--- src/sv/cfb_pkg.sv ---
// Shared types, constants and CRC helpers for the command frame builder.
// No dependencies; every other file in sv/ refers to this package by scoped names.
package cfb_pkg;

  localparam logic [15:0] CRC_SEED    = 16'h1D0F;
  localparam logic [15:0] CRC_POLY    = 16'h1021;
  localparam logic [7:0]  ESC_BYTE    = 8'h9E;
  localparam logic [7:0]  ESC_OFFSET  = 8'h0D;
  localparam logic [7:0]  FLAG_START  = 8'h8E;
  localparam logic [7:0]  FLAG_END    = 8'hAE;
  localparam logic [15:0] SPOOL_STOP  = 16'h0902;
  localparam logic [15:0] SPOOL_START = 16'h0900;

  localparam int HDR_LEN = 5;
  localparam int HDR_IW  = $clog2(HDR_LEN);
  localparam logic [7:0] HDR_BYTES [HDR_LEN] = '{8'h00, 8'h12, 8'hC0, 8'hFF, 8'hEE};

  localparam int QDEPTH = 4;
  localparam int QPW    = $clog2(QDEPTH);
  localparam int QCW    = $clog2(QDEPTH + 1);

  // one accepted byte, classified, with the CRC after folding it in
  typedef struct packed {
    logic [7:0]  data;
    logic        first;
    logic        last;
    logic [15:0] crc;
  } job_t;

  typedef enum logic [3:0] {
    ST_BEGIN,
    ST_STOP,
    ST_START,
    ST_HDR,
    ST_DATA,
    ST_CRCH,
    ST_CRCL,
    ST_END,
    ST_SPOOL
  } st_t;

  // CRC-16, MSB first, one byte
  function automatic logic [15:0] crc_fold(input logic [15:0] crc, input logic [7:0] b);
    logic [15:0] c;
    c = crc ^ {b, 8'h00};
    for (int k = 0; k < 8; k++) begin
      c = c[15] ? ((c << 1) ^ CRC_POLY) : (c << 1);
    end
    return c;
  endfunction

  function automatic logic [15:0] crc_after_hdr();
    logic [15:0] c;
    c = CRC_SEED;
    for (int i = 0; i < HDR_LEN; i++) begin
      c = crc_fold(c, HDR_BYTES[i]);
    end
    return c;
  endfunction

  localparam logic [15:0] HDR_CRC = crc_after_hdr();

  function automatic logic needs_escape(input logic [7:0] b);
    return (b == FLAG_START) || (b == ESC_BYTE) || (b == FLAG_END);
  endfunction

endpackage

--- src/sv/cfb_front.sv ---
// Front end: accepts payload bytes, runs the frame CRC and builds one job per byte.
// Depends on cfb_pkg.
module cfb_front (
  input  logic          clk,
  input  logic          rst_n,
  input  logic          push,
  input  logic [7:0]    payload_byte,
  input  logic          frame_first,
  input  logic          frame_last,
  input  logic          q_full,
  output logic          job_push,
  output cfb_pkg::job_t job
);

  logic [15:0] crc_r;
  logic [15:0] crc_nxt;
  logic [15:0] crc_base;
  logic [15:0] crc_new;

  always_comb begin
    // a frame start reseeds, and the fixed header is already folded in
    crc_base = frame_first ? cfb_pkg::HDR_CRC : crc_r;
    crc_new  = cfb_pkg::crc_fold(crc_base, payload_byte);
    job_push = push && !q_full;
    job.data  = payload_byte;
    job.first = frame_first;
    job.last  = frame_last;
    job.crc   = crc_new;
    crc_nxt = crc_r;
    if (job_push) begin
      crc_nxt = frame_last ? cfb_pkg::CRC_SEED : crc_new;
    end
  end

  always_ff @(posedge clk) begin
    if (!rst_n) begin
      crc_r <= cfb_pkg::CRC_SEED;
    end else begin
      crc_r <= crc_nxt;
    end
  end

endmodule

--- src/sv/cfb_queue.sv ---
// Short job queue between the front end and the word sequencer.
// Depends on cfb_pkg.
module cfb_queue (
  input  logic          clk,
  input  logic          rst_n,
  input  logic          push,
  input  cfb_pkg::job_t push_job,
  input  logic          pop,
  output logic          full,
  output logic          valid,
  output cfb_pkg::job_t head
);

  cfb_pkg::job_t             mem_r [cfb_pkg::QDEPTH];
  logic [cfb_pkg::QPW-1:0]   wr_ptr_r, wr_ptr_nxt;
  logic [cfb_pkg::QPW-1:0]   rd_ptr_r, rd_ptr_nxt;
  logic [cfb_pkg::QCW-1:0]   count_r, count_nxt;

  always_comb begin
    full  = (count_r == cfb_pkg::QCW'(cfb_pkg::QDEPTH));
    valid = (count_r != '0);
    head  = mem_r[rd_ptr_r];
    wr_ptr_nxt = push ? wr_ptr_r + cfb_pkg::QPW'(1) : wr_ptr_r;
    rd_ptr_nxt = pop ? rd_ptr_r + cfb_pkg::QPW'(1) : rd_ptr_r;
    count_nxt  = count_r;
    if (push && !pop) begin
      count_nxt = count_r + cfb_pkg::QCW'(1);
    end else if (pop && !push) begin
      count_nxt = count_r - cfb_pkg::QCW'(1);
    end
  end

  always_ff @(posedge clk) begin
    if (!rst_n) begin
      wr_ptr_r <= '0;
      rd_ptr_r <= '0;
      count_r  <= '0;
    end else begin
      wr_ptr_r <= wr_ptr_nxt;
      rd_ptr_r <= rd_ptr_nxt;
      count_r  <= count_nxt;
    end
  end

  always_ff @(posedge clk) begin
    if (push) begin
      mem_r[wr_ptr_r] <= push_job;
    end
  end

endmodule

--- src/sv/cfb_back.sv ---
// Back end: expands jobs into frame words in the output register, one per cycle unless stalled.
// Depends on cfb_pkg.
module cfb_back (
  input  logic          clk,
  input  logic          rst_n,
  input  logic          job_valid,
  input  cfb_pkg::job_t job,
  output logic          job_pop,
  input  logic          out_pop,
  output logic          out_empty,
  output logic [15:0]   out_write_word,
  output logic          out_word_last
);

  cfb_pkg::st_t                st_r, st_nxt, st_cur;
  logic                        esc_r, esc_nxt;
  logic [cfb_pkg::HDR_IW-1:0]  idx_r, idx_nxt;
  logic                        ov_r, ov_nxt;
  logic [15:0]                 word_r, word_nxt;
  logic                        last_r, last_nxt;
  logic                        adv;
  logic                        byte_st;
  logic [7:0]                  cur_byte;
  logic                        byte_done;
  logic [15:0]                 word;
  logic                        fin;

  always_comb begin
    adv = job_valid && (!ov_r || out_pop);
    st_cur = st_r;
    if (st_r == cfb_pkg::ST_BEGIN) begin
      st_cur = job.first ? cfb_pkg::ST_STOP : cfb_pkg::ST_DATA;
    end

    byte_st  = 1'b0;
    cur_byte = job.data;
    unique case (st_cur)
      cfb_pkg::ST_HDR: begin
        byte_st  = 1'b1;
        cur_byte = cfb_pkg::HDR_BYTES[idx_r];
      end
      cfb_pkg::ST_DATA: begin
        byte_st  = 1'b1;
        cur_byte = job.data;
      end
      cfb_pkg::ST_CRCH: begin
        byte_st  = 1'b1;
        cur_byte = job.crc[15:8];
      end
      cfb_pkg::ST_CRCL: begin
        byte_st  = 1'b1;
        cur_byte = job.crc[7:0];
      end
      default: begin
        byte_st  = 1'b0;
        cur_byte = job.data;
      end
    endcase

    // escaped byte: send the escape word first, hold the state for the offset value
    byte_done = 1'b1;
    esc_nxt   = esc_r;
    word      = {8'h00, cur_byte};
    if (byte_st) begin
      if (!esc_r && cfb_pkg::needs_escape(cur_byte)) begin
        word      = {8'h00, cfb_pkg::ESC_BYTE};
        byte_done = 1'b0;
        esc_nxt   = 1'b1;
      end else begin
        word    = {8'h00, esc_r ? cur_byte - cfb_pkg::ESC_OFFSET : cur_byte};
        esc_nxt = 1'b0;
      end
    end

    fin     = 1'b0;
    st_nxt  = st_cur;
    idx_nxt = idx_r;
    unique case (st_cur)
      cfb_pkg::ST_STOP: begin
        word   = cfb_pkg::SPOOL_STOP;
        st_nxt = cfb_pkg::ST_START;
      end
      cfb_pkg::ST_START: begin
        word    = {8'h00, cfb_pkg::FLAG_START};
        st_nxt  = cfb_pkg::ST_HDR;
        idx_nxt = '0;
      end
      cfb_pkg::ST_HDR: begin
        if (byte_done) begin
          if (idx_r == cfb_pkg::HDR_IW'(cfb_pkg::HDR_LEN - 1)) begin
            st_nxt = cfb_pkg::ST_DATA;
          end else begin
            idx_nxt = idx_r + cfb_pkg::HDR_IW'(1);
          end
        end
      end
      cfb_pkg::ST_DATA: begin
        if (byte_done) begin
          if (job.last) begin
            st_nxt = cfb_pkg::ST_CRCH;
          end else begin
            st_nxt = cfb_pkg::ST_BEGIN;
            fin    = 1'b1;
          end
        end
      end
      cfb_pkg::ST_CRCH: begin
        if (byte_done) begin
          st_nxt = cfb_pkg::ST_CRCL;
        end
      end
      cfb_pkg::ST_CRCL: begin
        if (byte_done) begin
          st_nxt = cfb_pkg::ST_END;
        end
      end
      cfb_pkg::ST_END: begin
        word   = {8'h00, cfb_pkg::FLAG_END};
        st_nxt = cfb_pkg::ST_SPOOL;
      end
      cfb_pkg::ST_SPOOL: begin
        word   = cfb_pkg::SPOOL_START;
        st_nxt = cfb_pkg::ST_BEGIN;
        fin    = 1'b1;
      end
      default: begin
        st_nxt = cfb_pkg::ST_BEGIN;
      end
    endcase

    job_pop  = adv && fin;
    word_nxt = adv ? word : word_r;
    last_nxt = adv ? fin : last_r;
    ov_nxt   = adv ? 1'b1 : (out_pop ? 1'b0 : ov_r);

    out_empty      = !ov_r;
    out_write_word = word_r;
    out_word_last  = last_r;
  end

  always_ff @(posedge clk) begin
    if (!rst_n) begin
      st_r  <= cfb_pkg::ST_BEGIN;
      esc_r <= 1'b0;
      idx_r <= '0;
      ov_r  <= 1'b0;
    end else begin
      ov_r <= ov_nxt;
      if (adv) begin
        st_r  <= st_nxt;
        esc_r <= esc_nxt;
        idx_r <= idx_nxt;
      end
    end
  end

  always_ff @(posedge clk) begin
    word_r <= word_nxt;
    last_r <= last_nxt;
  end

endmodule

--- src/sv/command_frame_builder_crc_escape.sv ---
// Command frame builder: payload bytes in, byte-stuffed CRC-16 framed words out.
// Depends on cfb_pkg, cfb_front, cfb_queue and cfb_back.
//
// Input channel: a byte with frame_first/frame_last is taken on a clock edge with
// in_push high and in_full low. Output channel: while out_empty is low the oldest
// word sits on out_write_word/out_word_last and leaves on an edge with out_pop high.
// out_word_last marks the final word produced for each input byte.
// The front end folds the byte into the CRC in its accept cycle and pushes a job into
// a four-entry queue; the sequencer emits one word per cycle from the queue head.
// A byte yields 1 to 15 words: one plain, two escaped, plus seven header words on a
// frame start and four to six trailer words on a frame end. Throughput is set by the
// sequencer at one word per cycle while the receiver keeps popping; with an empty queue
// the first word goes via the queue entry and then the output register to the outputs.
// When the receiver stalls, the output register holds its word, the sequencer waits,
// and the queue fills until in_full rises; nothing is dropped.
// Synchronous reset (rst_n low) empties the queue and output register and reseeds
// the CRC with 0x1D0F.
module command_frame_builder_crc_escape (
  input  logic        clk,
  input  logic        rst_n,
  input  logic        in_push,
  output logic        in_full,
  input  logic [7:0]  in_payload_byte,
  input  logic        in_frame_first,
  input  logic        in_frame_last,
  output logic        out_empty,
  input  logic        out_pop,
  output logic [15:0] out_write_word,
  output logic        out_word_last
);

  cfb_pkg::job_t front_job;
  cfb_pkg::job_t head_job;
  logic          job_push;
  logic          job_pop;
  logic          q_full;
  logic          q_valid;

  assign in_full = q_full;

  cfb_front u_front (
    .clk          (clk),
    .rst_n        (rst_n),
    .push         (in_push),
    .payload_byte (in_payload_byte),
    .frame_first  (in_frame_first),
    .frame_last   (in_frame_last),
    .q_full       (q_full),
    .job_push     (job_push),
    .job          (front_job)
  );

  cfb_queue u_queue (
    .clk      (clk),
    .rst_n    (rst_n),
    .push     (job_push),
    .push_job (front_job),
    .pop      (job_pop),
    .full     (q_full),
    .valid    (q_valid),
    .head     (head_job)
  );

  cfb_back u_back (
    .clk            (clk),
    .rst_n          (rst_n),
    .job_valid      (q_valid),
    .job            (head_job),
    .job_pop        (job_pop),
    .out_pop        (out_pop),
    .out_empty      (out_empty),
    .out_write_word (out_write_word),
    .out_word_last  (out_word_last)
  );

`ifndef NO_ASSERTIONS
  // the start-spool word always closes a run
  a_spool_start_last: assert property (@(posedge clk) disable iff (!rst_n)
    (!out_empty && out_write_word == cfb_pkg::SPOOL_START) |-> out_word_last)
    else $error("start-spool word not marked last");

  // the stop-spool word always opens a run
  a_spool_stop_not_last: assert property (@(posedge clk) disable iff (!rst_n)
    (!out_empty && out_write_word == cfb_pkg::SPOOL_STOP) |-> !out_word_last)
    else $error("stop-spool word marked last");

  // an accepted byte leaves a job in the queue
  a_push_fills_queue: assert property (@(posedge clk) disable iff (!rst_n)
    (in_push && !in_full) |=> q_valid)
    else $error("accepted byte did not reach the job queue");
`endif

endmodule

--- config.mk ---
export PLATFORM = sky130hd
export DESIGN_NAME = command_frame_builder_crc_escape
export DESIGN_NICKNAME = d
export VERILOG_FILES = /design/src/sv/cfb_pkg.sv /design/src/sv/cfb_front.sv /design/src/sv/cfb_queue.sv /design/src/sv/cfb_back.sv /design/src/sv/command_frame_builder_crc_escape.sv
export SDC_FILE = /design/constraint.sdc
export NUM_CORES = 1
export LEC_CHECK = 0
export ABC_CLOCK_PERIOD_IN_PS = 6900
export BUFFER_PORTS_ARGS = -buffer_cell sky130_fd_sc_hd__buf_2
export CORE_MARGIN = 3
export CORE_UTILIZATION = 44
export DETAILED_ROUTE_END_ITERATION = 10
export PLACE_DENSITY = 0.67
export SYNTH_ARGS = -nofsm -noshare
export SYNTH_HDL_FRONTEND = slang
export SYNTH_HIERARCHICAL = 1
export SYNTH_SLANG_ARGS = --single-unit
export TNS_END_PERCENT = 10
--- constraint.sdc ---
create_clock -name clk -period 6.9 [get_ports clk]
set_input_delay 0.345 -clock clk [delete_from_list [all_inputs] [get_ports clk]]
set_output_delay 0.345 -clock clk [all_outputs]
set_load 0.05 [all_outputs]
==> impl_metrics.json, run 1 <==
{
  "fin_area_sq_um": 7866,
  "slew_violations": 0,
  "min_path_type": "in -> reg",
  "wl_met2_microns": 6980,
  "async_flop_share": 0,
  "gp_congestion": 0.8750,
  "cts_max_level": 4,
  "maxCapViolations": 0,
  "cp-start-kind": "flop",
  "setup_viol": 0,
  "slew_headroom": 0.2684,
  "endpoint_kind": "flop",
  "syn_area_per_cell_sq_um": 13.76,
  "p_leak_nw": 2.689,
  "powerDensity_nw_per_um2": 379.1,
  "synth_seq_area_share": 0.5735,
  "syn_inst": 520,
  "outcome": "complete, no violations",
  "cts_sinks": 148,
  "port_buffers": 26,
  "worstMarginPinSlew_ns": 1.070,
  "start_util": 0.4605,
  "dieArea_sq_um": 17830,
  "cp_max_fo": 33,
  "finalCritPeriodShare": 0.7237,
  "crit_arrival_ns": 5.33,
  "crit_required_ns": 7.24,
  "netlist_area_sq_um": 7156,
  "gr-total-overflow": 0,
  "cts_tree": "done",
  "worstSetupPathType": "reg -> reg",
  "wl_met3_microns": 709,
  "routed.top_layer": "met4",
  "synth_seq_cells": 148,
  "irDropWorstVdd_uv": 192.2,
  "core_sq_um": 15540,
  "drtIter0Drc": 345,
  "drt_first_pass_iters": 5,
  "hold_viol_final": 0,
  "placed_cell_area_sq_um": 7307,
  "rsz0062_at_grt": "no",
  "cts_root_buf": "clkbuf_16",
  "vias": 4111,
  "dpl.hpwl_microns": 9546,
  "cts.repair.resized": 0,
  "ant_nets": 0,
  "clockBufferDepth": 2,
  "wl_microns": 14050,
  "synth_edf_count": 114,
  "viasPerCell": 5.452,
  "ys_types": 65,
  "path_clk_slew_ns": 0.06,
  "drcViolationCount": 0,
  "drive_gt1_frac": 0.1768,
  "antenna_found_initial": 0,
  "yosys_warnings": 6,
  "fin_skew_ns": 0.009329,
  "multi_input_area_sq_um": 2703,
  "grt_max_degree": 36,
  "synth-main-ff-cell": "edfxtp_1",
  "nets": 556,
  "period_needed_ns": 4.994,
  "tns_ns": 0,
  "grt_pass1_vias": 4174,
  "gr-usage-all-layers": 0.1646,
  "post_cts_buffers": 0,
  "ff_latch_area_sq_um": 4105,
  "clock_latency_ns": 0.42,
  "fp.dieW_microns": 133.5,
  "n_antenna_cell": 0,
  "grt_pass1_wl_microns": 22550,
  "wl_met1_microns": 6248,
  "post_drt_wl_per_cell_microns": 18.63,
  "fillers": 1352,
  "fp-row-count": 45,
  "cts_made_buffers": 17,
  "die_y_microns": 133.5,
  "boundaryPins": 33,
  "syn2layout_area_growth_pct": 9.932,
  "ctsHoldBuffers": 0,
  "fmax_ghz": 0.2003
}
-- report_power, final --
part	switching [W]	total [W]	internal (W)
Combinational	0.000529	0.000864	0.000334
Sequential	0.000112	0.00126	0.00115
Clock	0.000385	0.000861	0.000476
Total	0.00103	0.00298	0.00196
-- final timing paths --
kind                                  from                         endpoint  slack [ns]  cells after the start
max reg2reg    u_back/st_r[0]$_SDFFE_PN0P_  u_queue/count_r[2]$_SDFFE_PN0P_        1.91                     16
min                     in_payload_byte[3]   u_queue/mem_r[0][21]$_DFFE_PP_        0.21                      1
max            u_back/st_r[0]$_SDFFE_PN0P_  u_queue/count_r[2]$_SDFFE_PN0P_        1.91                     16
min reg2reg  u_front/crc_r[3]$_SDFFE_PN1P_    u_front/crc_r[3]$_SDFFE_PN1P_        0.51                      2
-- final cells by class --
cell class | instances | area share
flip-flops and latches | 148 | 0.5219
multi-input cells | 314 | 0.3436
clock buffers | 17 | 0.05408
well taps | 211 | 0.03356
repair buffers | 31 | 0.02131
clock inverters | 15 | 0.01702
inverters | 18 | 0.008589
-- metal layers --
metal,global-route usage,vias to the layer above
met4,0.04800,0
met2,0.2709,108
met5,0,-
li1,-,1966
met3,0.03927,10
met1,0.2190,2027
-- sequential cells by signal, indices dropped and copies added (netlist names), 2 cells and up, named ones only --
name and count:
u_back/idx_r 3, u_back/st_r 4, u_queue/wr_ptr_r 2, u_front/crc_r 16
u_queue/count_r 3, u_back/out_write_word 9, u_queue/mem_r 104, u_queue/rd_ptr_r 2
-- kinds of logic after synthesis --
kind of cell / share of synthesized area
DFF: 0.5735
and+or+nand+nor: 0.1107
AOI/OAI and AO/OA: 0.08848
buffers and inverters: 0.05141
xor gates and xnor gates: 0.06120
muxes: 0.09215
adders and majority gates: 0.02203
other: 0.0005241
-- synthesized netlist by cell type, types with 4 or more instances --
cell type / number / area, sq um
nor2b_1: 10 / 62.56
a211oi_1: 4 / 30.03
buf_2: 12 / 60.06
mux2i_1: 4 / 40.04
xnor2_1: 20 / 175.2
inv_1: 17 / 63.81
nand3b_1: 16 / 120.1
ha_1: 11 / 137.6
nand3_1: 8 / 40.04
a21oi_1: 23 / 115.1
o21ai_0: 13 / 65.06
xor2_1: 12 / 105.1
buf_4: 18 / 135.1
nand2b_1: 10 / 62.56
clkbuf_1: 10 / 37.54
mux4_1: 6 / 157.7
and2_1: 19 / 118.9
xnor3_1: 7 / 157.7
mux4_2: 20 / 450.4
nor2_1: 20 / 75.07
or2_2: 4 / 25.02
edfxtp_1: 114 / 3423
nor3_1: 11 / 55.05
dfxtp_1: 34 / 680.7
a21boi_0: 5 / 37.54
nand2_1: 19 / 71.32
or3_1: 8 / 50.05
a32o_1: 7 / 70.07
-- worst max-delay path: stages (launching register included) --
cell	delay, ns
dfxtp_1	0.98
xnor2_1	0.17
a211o_1	0.50
a222oi_1	0.73
ha_1	0.26
nor2b_1	0.13
o2111a_1	0.22
and2_1	0.31
o31ai_1	0.11
and2_1	0.20
inv_1	0.06
ha_1	0.17
inv_1	0.06
fa_1	0.37
xor2_1	0.18
or3_1	0.30
a21boi_0	0.17
-- placed cells by master, fill, tap and decap left out, types with 8 or more instances in the layout --
master / Yosys / final
dfxtp_1: 34 / 33
nand2b_1: 10 / 10
buf_2: 12 / 26
a21oi_1: 23 / 23
o21ai_0: 13 / 13
nor3_1: 11 / 11
nand3_1: 8 / 8
nand2_1: 19 / 19
xnor2_1: 20 / 20
or3_1: 8 / 8
edfxtp_1: 114 / 114
inv_1: 17 / 17
and2_1: 19 / 19
nor2b_1: 10 / 10
nand3b_1: 16 / 16
mux4_2: 20 / 20
nor2_1: 20 / 20
ha_1: 11 / 11
xor2_1: 12 / 12
clkbuf_16: 0 / 17
-- per-stage QoR --
step | util | power [W] | setup WS [ns] | cells | hold slack (ns)
6_report | 0.5062 | 0.002982 | 1.906 | 754 | 0.2098
5_1_grt | 0.5062 | 0.003139 | 1.507 | 754 | 0.1907
4_1_cts | 0.5062 | 0.003007 | 1.889 | 754 | 0.1946
3_5_place_dp | 0.4702 | 0.002144 | 1.930 | 722 | 0.4896
3_3_place_gp | 0.4702 | 0.002121 | 2.101 | 722 | 0.4802
2_1_floorplan | - | 0.001964 | 2.833 | 525 | 0.4667
Note: power is estimated with default switching activity, not from simulation.
==> inputs of run 2 (changes only) <==
- ABC_CLOCK_PERIOD_IN_PS: 6900 -> 4010
- PLACE_DENSITY: 0.67 -> 0.7
- clock period: 6.9 -> 4.01 ns (I/O delays scaled with it)
==> run 2 against run 1 <==
Net effect:
- total power rose by 82%
- flip-flop and latch count did not move
- fmax rose by 32%
- highest routed layer unchanged
- non-clock buffer count rose by 22
- worst setup slack got worse by 1.7 ns
- first-iteration DRC count rose by 32%
- critical path type unchanged
- clock skew fell by 0.0025 ns
- worst hold slack got worse by 0.14 ns
- die area did not move
- register-to-register slack got worse by 1.7 ns
==> impl_metrics.json, run 2 (same netlist as run 1, synthesis figures left out) <==
{
  "outcome": "complete, no violations",
  "worstMarginPinSlew_ns": 0.7697,
  "drcViolationCount": 0,
  "post_drt_wl_per_cell_microns": 18.52,
  "nets": 578,
  "fp.dieW_microns": 133.5,
  "endpoint_kind": "flop",
  "worstSetupPathType": "reg -> reg",
  "dp_cells": 739,
  "multi_input_area_sq_um": 2710,
  "boundaryPins": 33,
  "core_sq_um": 15540,
  "ff2ff_path_depth": 16,
  "port_buffers": 26,
  "grt_pass1_wl_microns": 23430,
  "cp_max_fo": 4,
  "cp-endpoint": "u_queue/count_r[2]$_SDFFE_PN0P_",
  "clkPwrFrac": 0.302,
  "clock_latency_ns": 0.42,
  "min_path_type": "in -> reg",
  "crit_required_ns": 4.36,
  "path_clk_slew_ns": 0.06,
  "setup_viol": 0,
  "drt_first_pass_iters": 5,
  "fp-row-count": 45,
  "cp-start-kind": "flop",
  "irDropWorstVdd_uv": 358.9,
  "layout_common_cells": "edfxtp_1, dfxtp_1, buf_2",
  "crit_arrival_ns": 4.14,
  "sw_frac_of_total": 0.3196,
  "viasPerCell": 5.530,
  "combPwrFrac": 0.316,
  "powerDensity_nw_per_um2": 668.2,
  "ff_latch_area_sq_um": 4109,
  "start_util": 0.4605,
  "dpl.hpwl_microns": 9728,
  "cts_max_level": 4,
  "fillers": 1321,
  "cts_root_buf": "clkbuf_16",
  "cts_sinks": 148,
  "clockBufferDepth": 2,
  "gr-usage-all-layers": 0.1710,
  "r2r_slack_ns": 0.22,
  "n_antenna_cell": 0,
  "finalCritPeriodShare": 0.9445,
  "holdWs_ns": 0.06503,
  "p_leak_nw": 2.820,
  "period_needed_ns": 3.787,
  "drive_gt1_frac": 0.2071,
  "stdcell_count": 776,
  "hold_viol_final": 0,
  "wl_microns": 14370,
  "slew_violations": 0,
  "gr-total-overflow": 0,
  "grt_max_degree": 36,
  "ant_nets": 0,
  "p_switching_w": 0.001734,
  "fmax_ghz": 0.2640,
  "grt_pass1_vias": 4391,
  "maxCapViolations": 0,
  "drtIter0Drc": 454,
  "largest_register_ffs": 104,
  "internal_power_w": 0.003692,
  "slew_headroom": 0.4736,
  "vias": 4291,
  "gp_congestion": 0.8839,
  "r2r-end": "u_queue/count_r[2]$_SDFFE_PN0P_",
  "layout_commonest_cell": "edfxtp_1",
  "antenna_found_initial": 0,
  "dieArea_sq_um": 17830,
  "die_y_microns": 133.5,
  "seqPwrFrac": 0.381,
  "fin_skew_ns": 0.006801,
  "regMostFlops": "u_queue/mem_r",
  "cts_tree": "done",
  "syn2layout_area_growth_pct": 13.50,
  "cts_made_buffers": 17
}
## run 2: power by group through the flow
stage	Clock, W	Combinational [W]	Sequential, W
5_1_grt	0.00174	0.00188	0.00209
3_3_place_gp	0	0.00163	0.00209
3_5_place_dp	0	0.00167	0.00211
6_report	0.00164	0.00172	0.00207
2_1_floorplan	0	0.00113	0.00225
4_1_cts	0.00167	0.00168	0.00208
## run 2: repair_timing
action                                  4_1_cts  5_1_grt
pin swaps                                     0        2
endpoints found under the setup margin        1        2
buffers inserted                              0        4
resized for setup                             1        6
hold buffers                                  0        0
## run 2: layout make-up
cell class | count | area share
clock buffer | 19 | 0.05330
multi-input combinational | 314 | 0.3337
sequential | 148 | 0.5059
timing repair buffer | 53 | 0.04406
inverter | 18 | 0.008319
tap | 211 | 0.03251
clock inverter | 13 | 0.02218
## run 2: per-layer routing
metal  GRT usage  up-vias  wire length, microns
met1      0.2203     2163                  6422
met2      0.2839      109                  7077
li1            -     2006                     -
met3     0.04494       13                   700
met5           0        -                     0
met4     0.05486        0                   173
## run 2: per-stage QoR
stage | cell area, sq um | worst slack [ns] | setup TNS (ns) | util | total power, W
after global placement | 7461 | 0.1027 | 0 | 0.4801 | 0.003727
after CTS | 8078 | 0.002575 | 0 | 0.5198 | 0.005431
after floorplan | 7183 | 0.009154 | 0 | - | 0.003383
after detailed placement | 7461 | -0.007410 | -0.007410 | 0.4801 | 0.003778
after global routing | 8122 | -0.05912 | -0.05912 | 0.5226 | 0.005712
final | 8122 | 0.2226 | 0 | 0.5226 | 0.005427
## run 2: worst min path at each step
stage	depth (start not counted)	startpoint	slack, ns	endpoint
6_report	1	in_payload_byte[1]	0.07	u_queue/mem_r[3][19]$_DFFE_PP_
3_5_place_dp	2	u_front/crc_r[2]$_SDFFE_PN1P_	0.49	u_front/crc_r[2]$_SDFFE_PN1P_
2_1_floorplan	1	rst_n	0.32	flop
3_3_place_gp	2	u_queue/count_r[2]$_SDFFE_PN0P_	0.48	u_queue/count_r[2]$_SDFFE_PN0P_
4_1_cts	1	in_payload_byte[0]	0.05	u_queue/mem_r[2][18]$_DFFE_PP_
5_1_grt	1	in_payload_byte[1]	0.05	u_queue/mem_r[3][19]$_DFFE_PP_
## run 2: worst max-delay path, stage by stage (launching register included)
cell,delay (ns)
dfxtp_4,0.36
buf_4,0.13
mux4_2,0.50
a222oi_1,0.43
ha_2,0.25
nor2b_1,0.12
o2111a_1,0.21
and2_4,0.15
o31ai_1,0.07
and2_1,0.19
inv_1,0.07
ha_2,0.17
inv_1,0.05
fa_1,0.38
xor2_1,0.18
or3_1,0.31
a21boi_1,0.15
